<file path="src/hdl/slc_pkg.sv">
// ----------------------------------------------------------------------------
// slc_pkg
// Shared types and constants of the set-associative LRU cache model.
// ----------------------------------------------------------------------------
`default_nettype none

package slc_pkg;

    localparam int DEF_MAX_SET_BITS = 6;
    localparam int DEF_MAX_WAYS     = 8;

    localparam int OPC_W  = 2;
    localparam int ADR_W  = 32;
    localparam int OUT_W  = 2;
    localparam int CNT_W  = 32;
    localparam int PADR_W = 4;
    localparam int PDAT_W = 32;

    localparam int SIB_W  = 3;
    localparam int WAYS_W = 4;
    localparam int OFS_W  = 5;

    localparam logic [OPC_W-1:0] OP_LOAD   = 2'd0;
    localparam logic [OPC_W-1:0] OP_STORE  = 2'd1;
    localparam logic [OPC_W-1:0] OP_MODIFY = 2'd2;
    localparam logic [OPC_W-1:0] OP_FETCH  = 2'd3;

    localparam logic [OUT_W-1:0] OUTCOME_MISS  = 2'd0;
    localparam logic [OUT_W-1:0] OUTCOME_HIT   = 2'd1;
    localparam logic [OUT_W-1:0] OUTCOME_EVICT = 2'd2;

    localparam logic [1:0] REG_SET_BITS    = 2'd0;
    localparam logic [1:0] REG_WAYS        = 2'd1;
    localparam logic [1:0] REG_OFFSET_BITS = 2'd2;

    typedef struct packed {
        logic clr;
        logic take;
        logic rd;
        logic cmp_wr;
        logic scan_init;
        logic scan_step;
        logic vic_wr;
    } t_cmd;

    typedef struct packed {
        logic clr_last;
        logic req_fetch;
        logic hit_any;
        logic inv_any;
        logic scan_none;
        logic scan_last;
        logic out_free;
    } t_sts;

endpackage

`default_nettype wire

</file>
<file path="src/hdl/slc_ctrl.sv">
// ----------------------------------------------------------------------------
// slc_ctrl
// Controller: memory clear, access sequencing, lru scan and write back.
// ----------------------------------------------------------------------------
`default_nettype none

module slc_ctrl (
    input  wire logic          i_clk,
    input  wire logic          i_rst_n,
    input  wire logic          i_in_valid,
    output logic               o_in_ready,
    input  wire slc_pkg::t_sts i_sts,
    output slc_pkg::t_cmd      o_cmd
);
    import slc_pkg::*;

    localparam logic [2:0] ST_CLR  = 3'd0;
    localparam logic [2:0] ST_IDLE = 3'd1;
    localparam logic [2:0] ST_RD   = 3'd2;
    localparam logic [2:0] ST_CMP  = 3'd3;
    localparam logic [2:0] ST_SCAN = 3'd4;
    localparam logic [2:0] ST_WB   = 3'd5;

    logic [2:0] r_state;
    logic [2:0] n_state;

    always_comb begin
        n_state    = r_state;
        o_cmd      = '0;
        o_in_ready = 1'b0;
        case (r_state)
            ST_CLR: begin
                o_cmd.clr = 1'b1;
                if (i_sts.clr_last) begin
                    n_state = ST_IDLE;
                end
            end
            ST_IDLE: begin
                o_in_ready = 1'b1;
                if (i_in_valid && !i_sts.req_fetch) begin
                    o_cmd.take = 1'b1;
                    n_state    = ST_RD;
                end
            end
            ST_RD: begin
                o_cmd.rd = 1'b1;
                n_state  = ST_CMP;
            end
            ST_CMP: begin
                if (i_sts.hit_any || i_sts.inv_any) begin
                    if (i_sts.out_free) begin
                        o_cmd.cmp_wr = 1'b1;
                        n_state      = ST_IDLE;
                    end
                end else begin
                    o_cmd.scan_init = 1'b1;
                    n_state         = i_sts.scan_none ? ST_WB : ST_SCAN;
                end
            end
            ST_SCAN: begin
                o_cmd.scan_step = 1'b1;
                if (i_sts.scan_last) begin
                    n_state = ST_WB;
                end
            end
            ST_WB: begin
                if (i_sts.out_free) begin
                    o_cmd.vic_wr = 1'b1;
                    n_state      = ST_IDLE;
                end
            end
            default: begin
                n_state = ST_IDLE;
            end
        endcase
    end

    always_ff @(posedge i_clk) begin
        if (!i_rst_n) begin
            r_state <= ST_CLR;
        end else begin
            r_state <= n_state;
        end
    end

endmodule

`default_nettype wire

</file>
<file path="config.mk">
export PLATFORM = sky130hd
export DESIGN_NAME = slc_ctrl
export DESIGN_NICKNAME = d
export VERILOG_FILES = /design/src/hdl/slc_pkg.sv /design/src/hdl/slc_ctrl.sv
export SDC_FILE = /design/constraint.sdc
export NUM_CORES = 1
export LEC_CHECK = 0
export ABC_AREA = 1
export CAP_MARGIN = 0
export CORE_AREA = 2 2 39 41
export DETAILED_ROUTE_END_ITERATION = 10
export DIE_AREA = 0 0 41 43
export DONT_BUFFER_PORTS = 1
export PLACE_DENSITY = 0.42
export SETUP_SLACK_MARGIN = 0.1
export SYNTH_ARGS = -nofsm -noshare
export SYNTH_HDL_FRONTEND = slang
export SYNTH_SLANG_ARGS = --single-unit
</file>
<file path="constraint.sdc">
create_clock -name i_clk -period 1.61 [get_ports i_clk]
set_input_delay 0.161 -clock i_clk [delete_from_list [all_inputs] [get_ports i_clk]]
set_output_delay 0.161 -clock i_clk [all_outputs]
set_load 0.05 [all_outputs]
</file>
==> results of run 1 <==
-- cells by family (layout without fill, tap and decap cells) --
logic type | Yosys count | after routing
simple gates | 30 | 30
buf+inv | 13 | 23
compound gates | 4 | 4
flops | 3 | 3
fa+ha+maj | 1 | 1
-- synth_stat cells --
library cell and count:
sky130_fd_sc_hd__a21oi_1 4, sky130_fd_sc_hd__inv_1 12, sky130_fd_sc_hd__nor2_1 6, sky130_fd_sc_hd__nand2_2 1, sky130_fd_sc_hd__nand3_1 7, sky130_fd_sc_hd__nor3_1 2
sky130_fd_sc_hd__nor2_2 2, sky130_fd_sc_hd__inv_2 1, sky130_fd_sc_hd__nand2_1 9, sky130_fd_sc_hd__nor4_1 2, sky130_fd_sc_hd__dfxtp_1 3, sky130_fd_sc_hd__nor3b_2 1
sky130_fd_sc_hd__ha_1 1
-- path summary, 6_finish.rpt --
check / end / slack, ps / start / depth (start not counted)
setup / recovery: o_in_ready / 150 / r_state[0] / 4
hold / removal: r_state[0] / 60 / i_rst_n / 2
setup reg to reg: r_state[2] / 400 / r_state[1] / 7
hold reg to reg: r_state[2] / 580 / r_state[2] / 2
-- repair_timing --
item / 4_1_cts / 5_1_grt
setup buffers: 0 / 0
resized for setup: 2 / 3
endpoints found under the setup margin: 2 / 3
endpoints found under the hold margin: 0 / 0
-- power by group through the flow --
| stage | Sequential, W | Combinational, W | Clock (W) |
|---|---|---|---|
| after floorplan | 0.0000900 | 0.000140 | 0 |
| after global routing | 0.0000900 | 0.000186 | 0.000147 |
| after global placement | 0.0000912 | 0.000171 | 0 |
| after detailed placement | 0.0000913 | 0.000169 | 0 |
| after CTS | 0.0000903 | 0.000170 | 0.000140 |
| final | 0.0000892 | 0.000170 | 0.000136 |
-- layout make-up --
type / count / area, um2 / share of cell area [%]
multi-input cells: 35 / 215 / 50.7
flip-flops and latches: 3 / 65.1 / 15.3
repair buffers: 6 / 48.8 / 11.5
inverters: 13 / 48.8 / 11.5
clock buffers: 4 / 26.3 / 6.19
well taps: 16 / 20.0 / 4.72
-- per-stage QoR --
stage          hold WS, ps  worst slack, ps
2_1_floorplan          284              137
3_3_place_gp           301              249
3_5_place_dp           303              254
4_1_cts               55.0              146
5_1_grt               54.4             90.1
6_report              58.0              150
-- layer usage --
metal,share of wire [%],up-vias
li1,-,181
met1,43,147
met2,49,15
met3,6.4,2
met4,1.3,0
met5,0,-
==> impl_summary.txt, run 1 <==
----------------------------------------------------
[Floorplanning]
  Area of the die ... 1760 um2
  CORE AREA ... 1380 um2
  Standard-cell row count ... 14
  Die width ... 41 um
  Starting Density ... 20.7%
  Number of I/O pins ... 18
  Die height ... 43 um

[Critical path]
  Crit path max-delay cell type ... sky130_fd_sc_hd__dfxtp_1
  Crit-path leading delay family ... buffers and inverters
  Largest stage delay on the critical path ... 370 ps
  Arrival time at the worst endpoint ... 1300 ps
  Worst Setup Start Kind ... flip-flop
  Kind of end point of the critical path ... output pin
  Maximum fanout along the worst path ... 7
  Cells along the critical path ... inv_2, nor2_2, nand2_2, inv_1
  Worst Setup Path Type ... flip-flop to output pin
  Data required time of the worst path ... 1450 ps
  Number of buffers and inverters on the critical path ... 2

[Power]
  Cell-internal power ... 0.000218 W
  Static leakage ... 0.217 nW
  Power density of the placed cells ... 932 nW/um2
  Combinational cell fraction of total power ... 43.0%
  Proportion of power drawn by the clock network ... 34.4%
  Max rail drop VDD ... 226 uV
  Switching fraction of total power ... 44.7%
  Final total power ... 0.000395 W
  Reported net switching power ... 0.000177 W
  Sequential group share of total power ... 22.6%

[Logic synthesis]
  Synthesized area divided by synthesized cell count ... 5.62 um2
  Post-Syn Nets ... 62
  Syn. warnings ... 0
  Xor and xnor fraction of the mapped netlist area ... 0%
  Portion of synthesized cell area occupied by the leading cell type ... 21.0%
  Count of distinct cell types in the synthesized netlist ... 13
  Synthesized instance count ... 51
  Area of the mapped netlist ... 287 um2
  Cell taking the most area after synthesis ... sky130_fd_sc_hd__dfxtp_1
  Dominant combinational cell family by area after synthesis ... simple AND/OR/NAND/NOR gates
  Flip-flop and latch count after synthesis ... 3
  Fraction of the mapped netlist area in compound gates ... 6.99%
  Area fraction in and, or, nand and nor cells after synthesis ... 50.7%
  Portion of netlist area occupied by mux cells ... 0%
  Area share of fa/ha/maj cells after synthesis ... 4.37%
  Top cells by area in the synthesized netlist ... sky130_fd_sc_hd__dfxtp_1, sky130_fd_sc_hd__inv_1, sky130_fd_sc_hd__nand3_1
  Part of the Yosys area used for sequential elements ... 21.0%

[GRT]
  Number of antenna violations at the first check in global routing ... 0
  GR met1 Demand/Resource ... 11.5%
  Grt met2 use ... 16.3%
  Via count of the first global-routing pass ... 331
  Met3 usage in global routing ... 3.14%
  First-pass GRT wire length ... 1240 um
  Residual overflow from global routing ... 0
  Grt peak-use layer ... met2
  Pin count of the biggest net entering global routing ... 8
  Aggregate global-route resource usage ... 10.6%

[Finish]
  Post-layout nets ... 73
  Commonest non-fill, non-tap cell in the layout ... sky130_fd_sc_hd__inv_1
  Final core occ ... 30.7%
  Final instance area ... 424 um2
  Top register by number of flip-flops ... r_state
  Non-filler cells, final ... 77
  Largest registers ... r_state x3
  Max reg flops ... 3
  Relative area change from synthesis to final layout ... 48.0%
  Diode count ... 0
  Commonest non-fill, non-tap cells in the layout ... sky130_fd_sc_hd__inv_1, sky130_fd_sc_hd__nand2_1, sky130_fd_sc_hd__nand3_1
  Fill cells ... 165
  Proportion of layout cells with a drive suffix above 1 ... 32.8%

[STA]
  Final Hold Violating Endpoints ... 0
  Highest Clock Rate ... 0.685 GHz
  Unrepaired setup endpoints after global routing ... true
  Tmin final ... 1460 ps
  Clock Skews ... 1.11 ps
  Setup TNS ... 0 ps
  Worst rel slew slack ... 72.0%
  Final Cycle Share ... 90.7%
  Max-slew violations ... 0
  Finish-stage setup viols ... 0
  Actual transition at the worst max-transition pin ... 419 ps

[Drt]
  Number of vias per cell after detailed routing ... 4.48
  Mean routed wirelength per cell ... 10.2 um
  Drt pass-1 iters ... 2
  Routed Wire Length ... 782 um
  DRC viols ... 0
  Count of vias placed by the detailed router ... 345
  Number of routed nets with antenna violations ... 0
  Starting DRT DRC Count ... 2

[Placed design]
  Port buffer count ... 0
  DP Cell Count ... 73
  Detail Placement HPWL ... 638 um
  Placed Instance Area ... 387 um2
  RD Place Congestion ... 0.689

[Clock tree]
  Master cell of the clock root buffer ... sky130_fd_sc_hd__clkbuf_4
  Clock tree from TritonCTS ... built
  CTS max path bufs ... 2
  Worst-Skew Late Latency ... 240 ps
  Count of H-tree levels built during CTS ... 1
  CTS hold repair buffers ... 0
  Clock transition at the registers of the reported paths ... 40 ps
  # clock sinks ... 3
  Number of buffers inserted during clock tree synthesis ... 3

[Min path]
  Path class of the lowest-slack min-delay path ... input port to flip-flop

[Run]
  Count of maximum capacitance violations ... 0

[Status]
  Status ... finished, final reports clean

----------------------------------------------------
No activity file was read; power rests on OpenSTA's default activity.
==> run 2, diff against run 1 <==
Settings changed: CELL_PAD_IN_SITES_DETAIL_PLACEMENT set to 1, CELL_PAD_IN_SITES_GLOBAL_PLACEMENT set to 1, PLACE_DENSITY 0.42 to 0.55.
==> impl_summary.txt, run 2 (synthesis results as in run 1) <==
----------------------------------------------------
[Finish]
  Commonest non-fill, non-tap cells in the layout ... sky130_fd_sc_hd__inv_1, sky130_fd_sc_hd__nand2_1, sky130_fd_sc_hd__nand3_1
  Largest registers ... r_state x3
  Post-layout nets ... 73
  Commonest non-fill, non-tap cell in the layout ... sky130_fd_sc_hd__inv_1
  Max reg flops ... 3
  Top register by number of flip-flops ... r_state
  Non-filler cells, final ... 77
  Proportion of layout cells with a drive suffix above 1 ... 36.1%
  Relative area change from synthesis to final layout ... 50.2%
  Diode count ... 0

[Floorplanning]
  Area of the die ... 1760 um2
  Number of I/O pins ... 18
  Die width ... 41 um
  Standard-cell row count ... 14
  Die height ... 43 um
  Starting Density ... 20.7%
  CORE AREA ... 1380 um2

[Drt]
  Routed Wire Length ... 774 um
  Drt pass-1 iters ... 4
  Number of vias per cell after detailed routing ... 4.43
  Number of routed nets with antenna violations ... 0
  Count of vias placed by the detailed router ... 341
  Mean routed wirelength per cell ... 10.1 um
  DRC viols ... 0
  Starting DRT DRC Count ... 2

[Critical path]
  Cells along the critical path ... inv_1, buf_4, nor4_4, buf_4
  Largest stage delay on the critical path ... 380 ps
  Worst Setup Path Type ... flip-flop to output pin
  Arrival time at the worst endpoint ... 1250 ps
  Cell seen most often among critical-path stages ... sky130_fd_sc_hd__buf_4
  Kind of end point of the critical path ... output pin
  Worst Setup Start Kind ... flip-flop
  Crit path max-delay cell type ... sky130_fd_sc_hd__dfxtp_2
  Data required time of the worst path ... 1450 ps
  Crit-path leading delay family ... buffers and inverters
  Worst R2R End ... r_state[2]
  Maximum fanout along the worst path ... 6
  Number of buffers and inverters on the critical path ... 3
  Startpoint of the lowest-slack register-to-register path ... r_state[0]
  FF-to-FF setup slack ... 380 ps
  Cells on worst reg2reg path ... 8

[STA]
  Highest Clock Rate ... 0.707 GHz
  Finish-stage setup viols ... 0
  Unrepaired setup endpoints after global routing ... true
  Clock Skews ... 0.721 ps
  Final Hold Violating Endpoints ... 0
  Worst rel slew slack ... 72.3%
  Tmin final ... 1420 ps
  Hold WS ... 64.6 ps
  Setup TNS ... 0 ps
  Final Cycle Share ... 87.9%
  Actual transition at the worst max-transition pin ... 414 ps
  Max-slew violations ... 0
  Final setup margin ... 195 ps

[Power]
  Static leakage ... 0.209 nW
  Power density of the placed cells ... 915 nW/um2
  Max rail drop VDD ... 351 uV

[Clock tree]
  Number of buffers inserted during clock tree synthesis ... 3
  Master cell of the clock root buffer ... sky130_fd_sc_hd__clkbuf_4
  Worst-Skew Late Latency ... 230 ps
  CTS hold repair buffers ... 0
  Clock transition at the registers of the reported paths ... 40 ps
  CTS max path bufs ... 2
  Clock tree from TritonCTS ... built
  Count of H-tree levels built during CTS ... 1
  # clock sinks ... 3

[Placed design]
  DP Cell Count ... 73
  RD Place Congestion ... 0.705
  Port buffer count ... 0
  Detail Placement HPWL ... 675 um
  Post-placement worst setup slack ... 219 ps

[GRT]
  Residual overflow from global routing ... 0
  Pin count of the biggest net entering global routing ... 8
  First-pass GRT wire length ... 1240 um
  Aggregate global-route resource usage ... 10.5%
  Number of antenna violations at the first check in global routing ... 0
  Via count of the first global-routing pass ... 325

[Run]
  Count of maximum capacitance violations ... 0

[Min path]
  Path class of the lowest-slack min-delay path ... input port to flip-flop
  Hold Path Depth ... 2
  Launch point of the worst hold path ... i_rst_n
  End point of the most critical hold path ... r_state[0]

[Status]
  Status ... finished, final reports clean

----------------------------------------------------
run 2: changes by cell type in the layout (fill, tap and decap cells not counted), sizes merged:
cell,before,now
inv,13,12
clkinvlp,0,1
run 2: worst max-delay path by stage:
stage               startpoint    endpoint  slack (ps)  cells after the start
floorplan           r_state[0]    o_cmd[5]         140                      4
global placement    r_state[1]  r_state[2]         220                      7
detailed placement  r_state[1]  r_state[2]         220                      7
CTS                 r_state[1]    o_cmd[2]         140                      5
global route        r_state[0]    o_cmd[5]          80                      5
finish              r_state[2]    o_cmd[0]         190                      4
run 2: through the flow:
step	utilization, %	cell area [um2]	power, W
floorplan	-	322	0.000230
CTS	30.0	415	0.000398
global route	31.1	430	0.000431
detailed placement	27.9	387	0.000262
global placement	27.9	387	0.000261
finish	31.1	430	0.000394
run 2: routing by layer:
layer | track usage (%) | vias up | part of all wire, %
li1 | - | 178 | -
met1 | 12.2 | 150 | 42
met2 | 15.9 | 13 | 51
met3 | 5.24 | 0 | 7.1
met4 | 4.00 | 0 | 0
met5 | 0 | - | 0
run 2: timing repair:
action,in CTS,in global routing
gates resized for setup,2,5
pin swaps,0,0
endpoints found under the setup margin,2,3
setup buffers,0,0
endpoints found under the hold margin,0,0
run 2: layout make-up:
cell class | count | area [um2]
clock buffer | 4 | 26.3
fill | 188 | 953
inverter | 13 | 52.6
sequential | 3 | 65.1
timing repair buffer | 6 | 48.8
tap | 16 | 20.0
multi-input combinational | 35 | 218
run 2: power breakdown:
group | switching [W] | internal, W
clock | 0.0000368 | 0.0000927
sequential | 0.00000838 | 0.0000808
combinational | 0.000129 | 0.0000464
total | 0.000174 | 0.000220
==> run 3, diff against run 2 <==
Clock period 1.61 ns to 1.7 ns, I/O delays scaled along.
==> impl_summary.txt, run 3 (synthesis results as in run 1) <==
----------------------------------------------------
[Critical path]
  FF-to-FF setup slack ... 430 ps
  CP Launch Point ... r_state[2]
  Kind of end point of the critical path ... output pin
  Number of buffers and inverters on the critical path ... 2
  Timing endpoint of the critical path ... o_cmd[2]
  Largest stage delay on the critical path ... 380 ps
  Arrival time at the worst endpoint ... 1290 ps
  Maximum fanout along the worst path ... 6
  Cells along the critical path ... inv_1, nand2_1, nor2_1, nand2_1, clkinvlp_4
  Worst Setup Start Kind ... flip-flop
  Cell seen most often among critical-path stages ... sky130_fd_sc_hd__nand2_1
  Cells on worst reg2reg path ... 7
  Crit-path leading delay family ... flip-flops
  Number of cells on the critical path ... 5
  Startpoint of the lowest-slack register-to-register path ... r_state[1]
  Worst Setup Path Type ... flip-flop to output pin
  Data required time of the worst path ... 1530 ps
  Crit path max-delay cell type ... sky130_fd_sc_hd__dfxtp_2
  Worst R2R End ... r_state[2]

[Clock tree]
  Count of H-tree levels built during CTS ... 1
  Number of buffers inserted by post-CTS setup repair ... 0
  Number of buffers inserted during clock tree synthesis ... 3
  Clock tree from TritonCTS ... built
  Clock transition at the registers of the reported paths ... 40 ps
  CTS max path bufs ... 2
  Master cell of the clock root buffer ... sky130_fd_sc_hd__clkbuf_4
  Worst-Skew Late Latency ... 230 ps
  # clock sinks ... 3

[GRT]
  Pin count of the biggest net entering global routing ... 8
  Residual overflow from global routing ... 0
  Via count of the first global-routing pass ... 325
  First-pass GRT wire length ... 1350 um
  Number of antenna violations at the first check in global routing ... 0
  Aggregate global-route resource usage ... 12.2%

[Finish]
  Max reg flops ... 3
  Commonest non-fill, non-tap cells in the layout ... sky130_fd_sc_hd__inv_1, sky130_fd_sc_hd__nand2_1, sky130_fd_sc_hd__nand3_1
  Largest registers ... r_state x3
  Post-layout nets ... 72
  Proportion of layout cells with a drive suffix above 1 ... 30.0%
  Top register by number of flip-flops ... r_state
  Commonest non-fill, non-tap cell in the layout ... sky130_fd_sc_hd__inv_1
  Relative area change from synthesis to final layout ... 41.9%
  Final core occ ... 29.4%
  Diode count ... 0

[STA]
  Actual transition at the worst max-transition pin ... 417 ps
  Max-slew violations ... 0
  Clock Skews ... 0.354 ps
  Worst rel slew slack ... 72.2%
  Highest Clock Rate ... 0.684 GHz
  Unrepaired setup endpoints after global routing ... false
  Hold WS ... 79.3 ps
  Final Cycle Share ... 86.0%
  Tmin final ... 1460 ps
  Setup TNS ... 0 ps
  Finish-stage setup viols ... 0
  Final Hold Violating Endpoints ... 0

[Power]
  Power density of the placed cells ... 903 nW/um2
  Max rail drop VDD ... 261 uV
  Static leakage ... 0.200 nW

[Drt]
  Starting DRT DRC Count ... 3
  Number of vias per cell after detailed routing ... 4.64
  Count of vias placed by the detailed router ... 353
  Number of routed nets with antenna violations ... 0
  Routed Wire Length ... 816 um
  Drt pass-1 iters ... 2
  DRC viols ... 0
  Mean routed wirelength per cell ... 10.7 um

[Floorplanning]
  Standard-cell row count ... 14
  Number of I/O pins ... 18
  Die width ... 41 um
  CORE AREA ... 1380 um2
  Die height ... 43 um
  Starting Density ... 20.7%
  Area of the die ... 1760 um2

[Placed design]
  Port buffer count ... 0
  Detail Placement HPWL ... 709 um
  RD Place Congestion ... 0.705

[Min path]
  Launch point of the worst hold path ... i_rst_n
  Path class of the lowest-slack min-delay path ... input port to flip-flop

[Run]
  Count of maximum capacitance violations ... 0

[Status]
  Status ... finished, final reports clean

----------------------------------------------------
## run 3: cell count changes in the layout (fill, tap and decap cells not counted)
cell / delta
sky130_fd_sc_hd__nor2_2: -2
sky130_fd_sc_hd__buf_6: -1
sky130_fd_sc_hd__dfxtp_4: -1
sky130_fd_sc_hd__nor2_1: +2
sky130_fd_sc_hd__dfxtp_2: +1
sky130_fd_sc_hd__nor3_2: -1
sky130_fd_sc_hd__nor3_1: +1
## run 3: worst reg2reg max path, stage by stage (launching register included)
cell,delay (ps)
sky130_fd_sc_hd__dfxtp_2,400
sky130_fd_sc_hd__inv_1,80
sky130_fd_sc_hd__ha_1,290
sky130_fd_sc_hd__nand2_1,60
sky130_fd_sc_hd__inv_1,40
sky130_fd_sc_hd__nor2_2,130
sky130_fd_sc_hd__nand2_1,70
sky130_fd_sc_hd__a21oi_1,110
## run 3: layout make-up
| class | instances | area [um2] |
|---|---|---|
| fill | 186 | 977 |
| multi-input combinational | 35 | 208 |
| sequential | 3 | 62.6 |
| inverter | 13 | 52.6 |
| timing repair buffer | 5 | 37.5 |
| clock buffer | 4 | 26.3 |
| tap | 16 | 20.0 |
## run 3: per-layer routing
| layer | track usage [%] | part of all wire [%] | wire length (um) | up-vias |
|---|---|---|---|---|
| met4 | 12.0 | 4.7 | 38 | 0 |
| met5 | 0 | 0 | 0 | - |
| li1 | - | - | - | 179 |
| met3 | 3.66 | 6.5 | 53 | 4 |
| met2 | 16.9 | 49 | 401 | 14 |
| met1 | 13.7 | 39 | 321 | 156 |
## run 3: through the flow
step / cell area [um2] / power, W / instances / setup slack [ps]
finish: 407 / 0.000367 / 76 / 238
global placement: 374 / 0.000246 / 72 / 324
CTS: 404 / 0.000373 / 76 / 116
detailed placement: 374 / 0.000245 / 72 / 287
floorplan: 317 / 0.000215 / 51 / 98.8
global route: 407 / 0.000392 / 76 / 135
## run 3: worst min path at each step
stage	slack, ps	depth (start not counted)	endpoint
global placement	320	2	r_state[0]
detailed placement	320	2	r_state[0]
finish	80	2	r_state[0]
global route	80	2	r_state[0]
floorplan	290	2	r_state[0]
CTS	80	2	r_state[0]
## run 3: repair_timing
action,in CTS,in global routing
hold buffers,0,0
endpoints found under the hold margin,0,0
setup endpoints to repair,1,2
resized for setup,1,2
## run 3: report_power, final
part	leakage [nW]	internal (W)	switching (W)
Clock	0.0150	0.0000880	0.0000369
Sequential	0.0255	0.0000775	0.00000744
Combinational	0.159	0.0000391	0.000118
Total	0.200	0.000205	0.000163
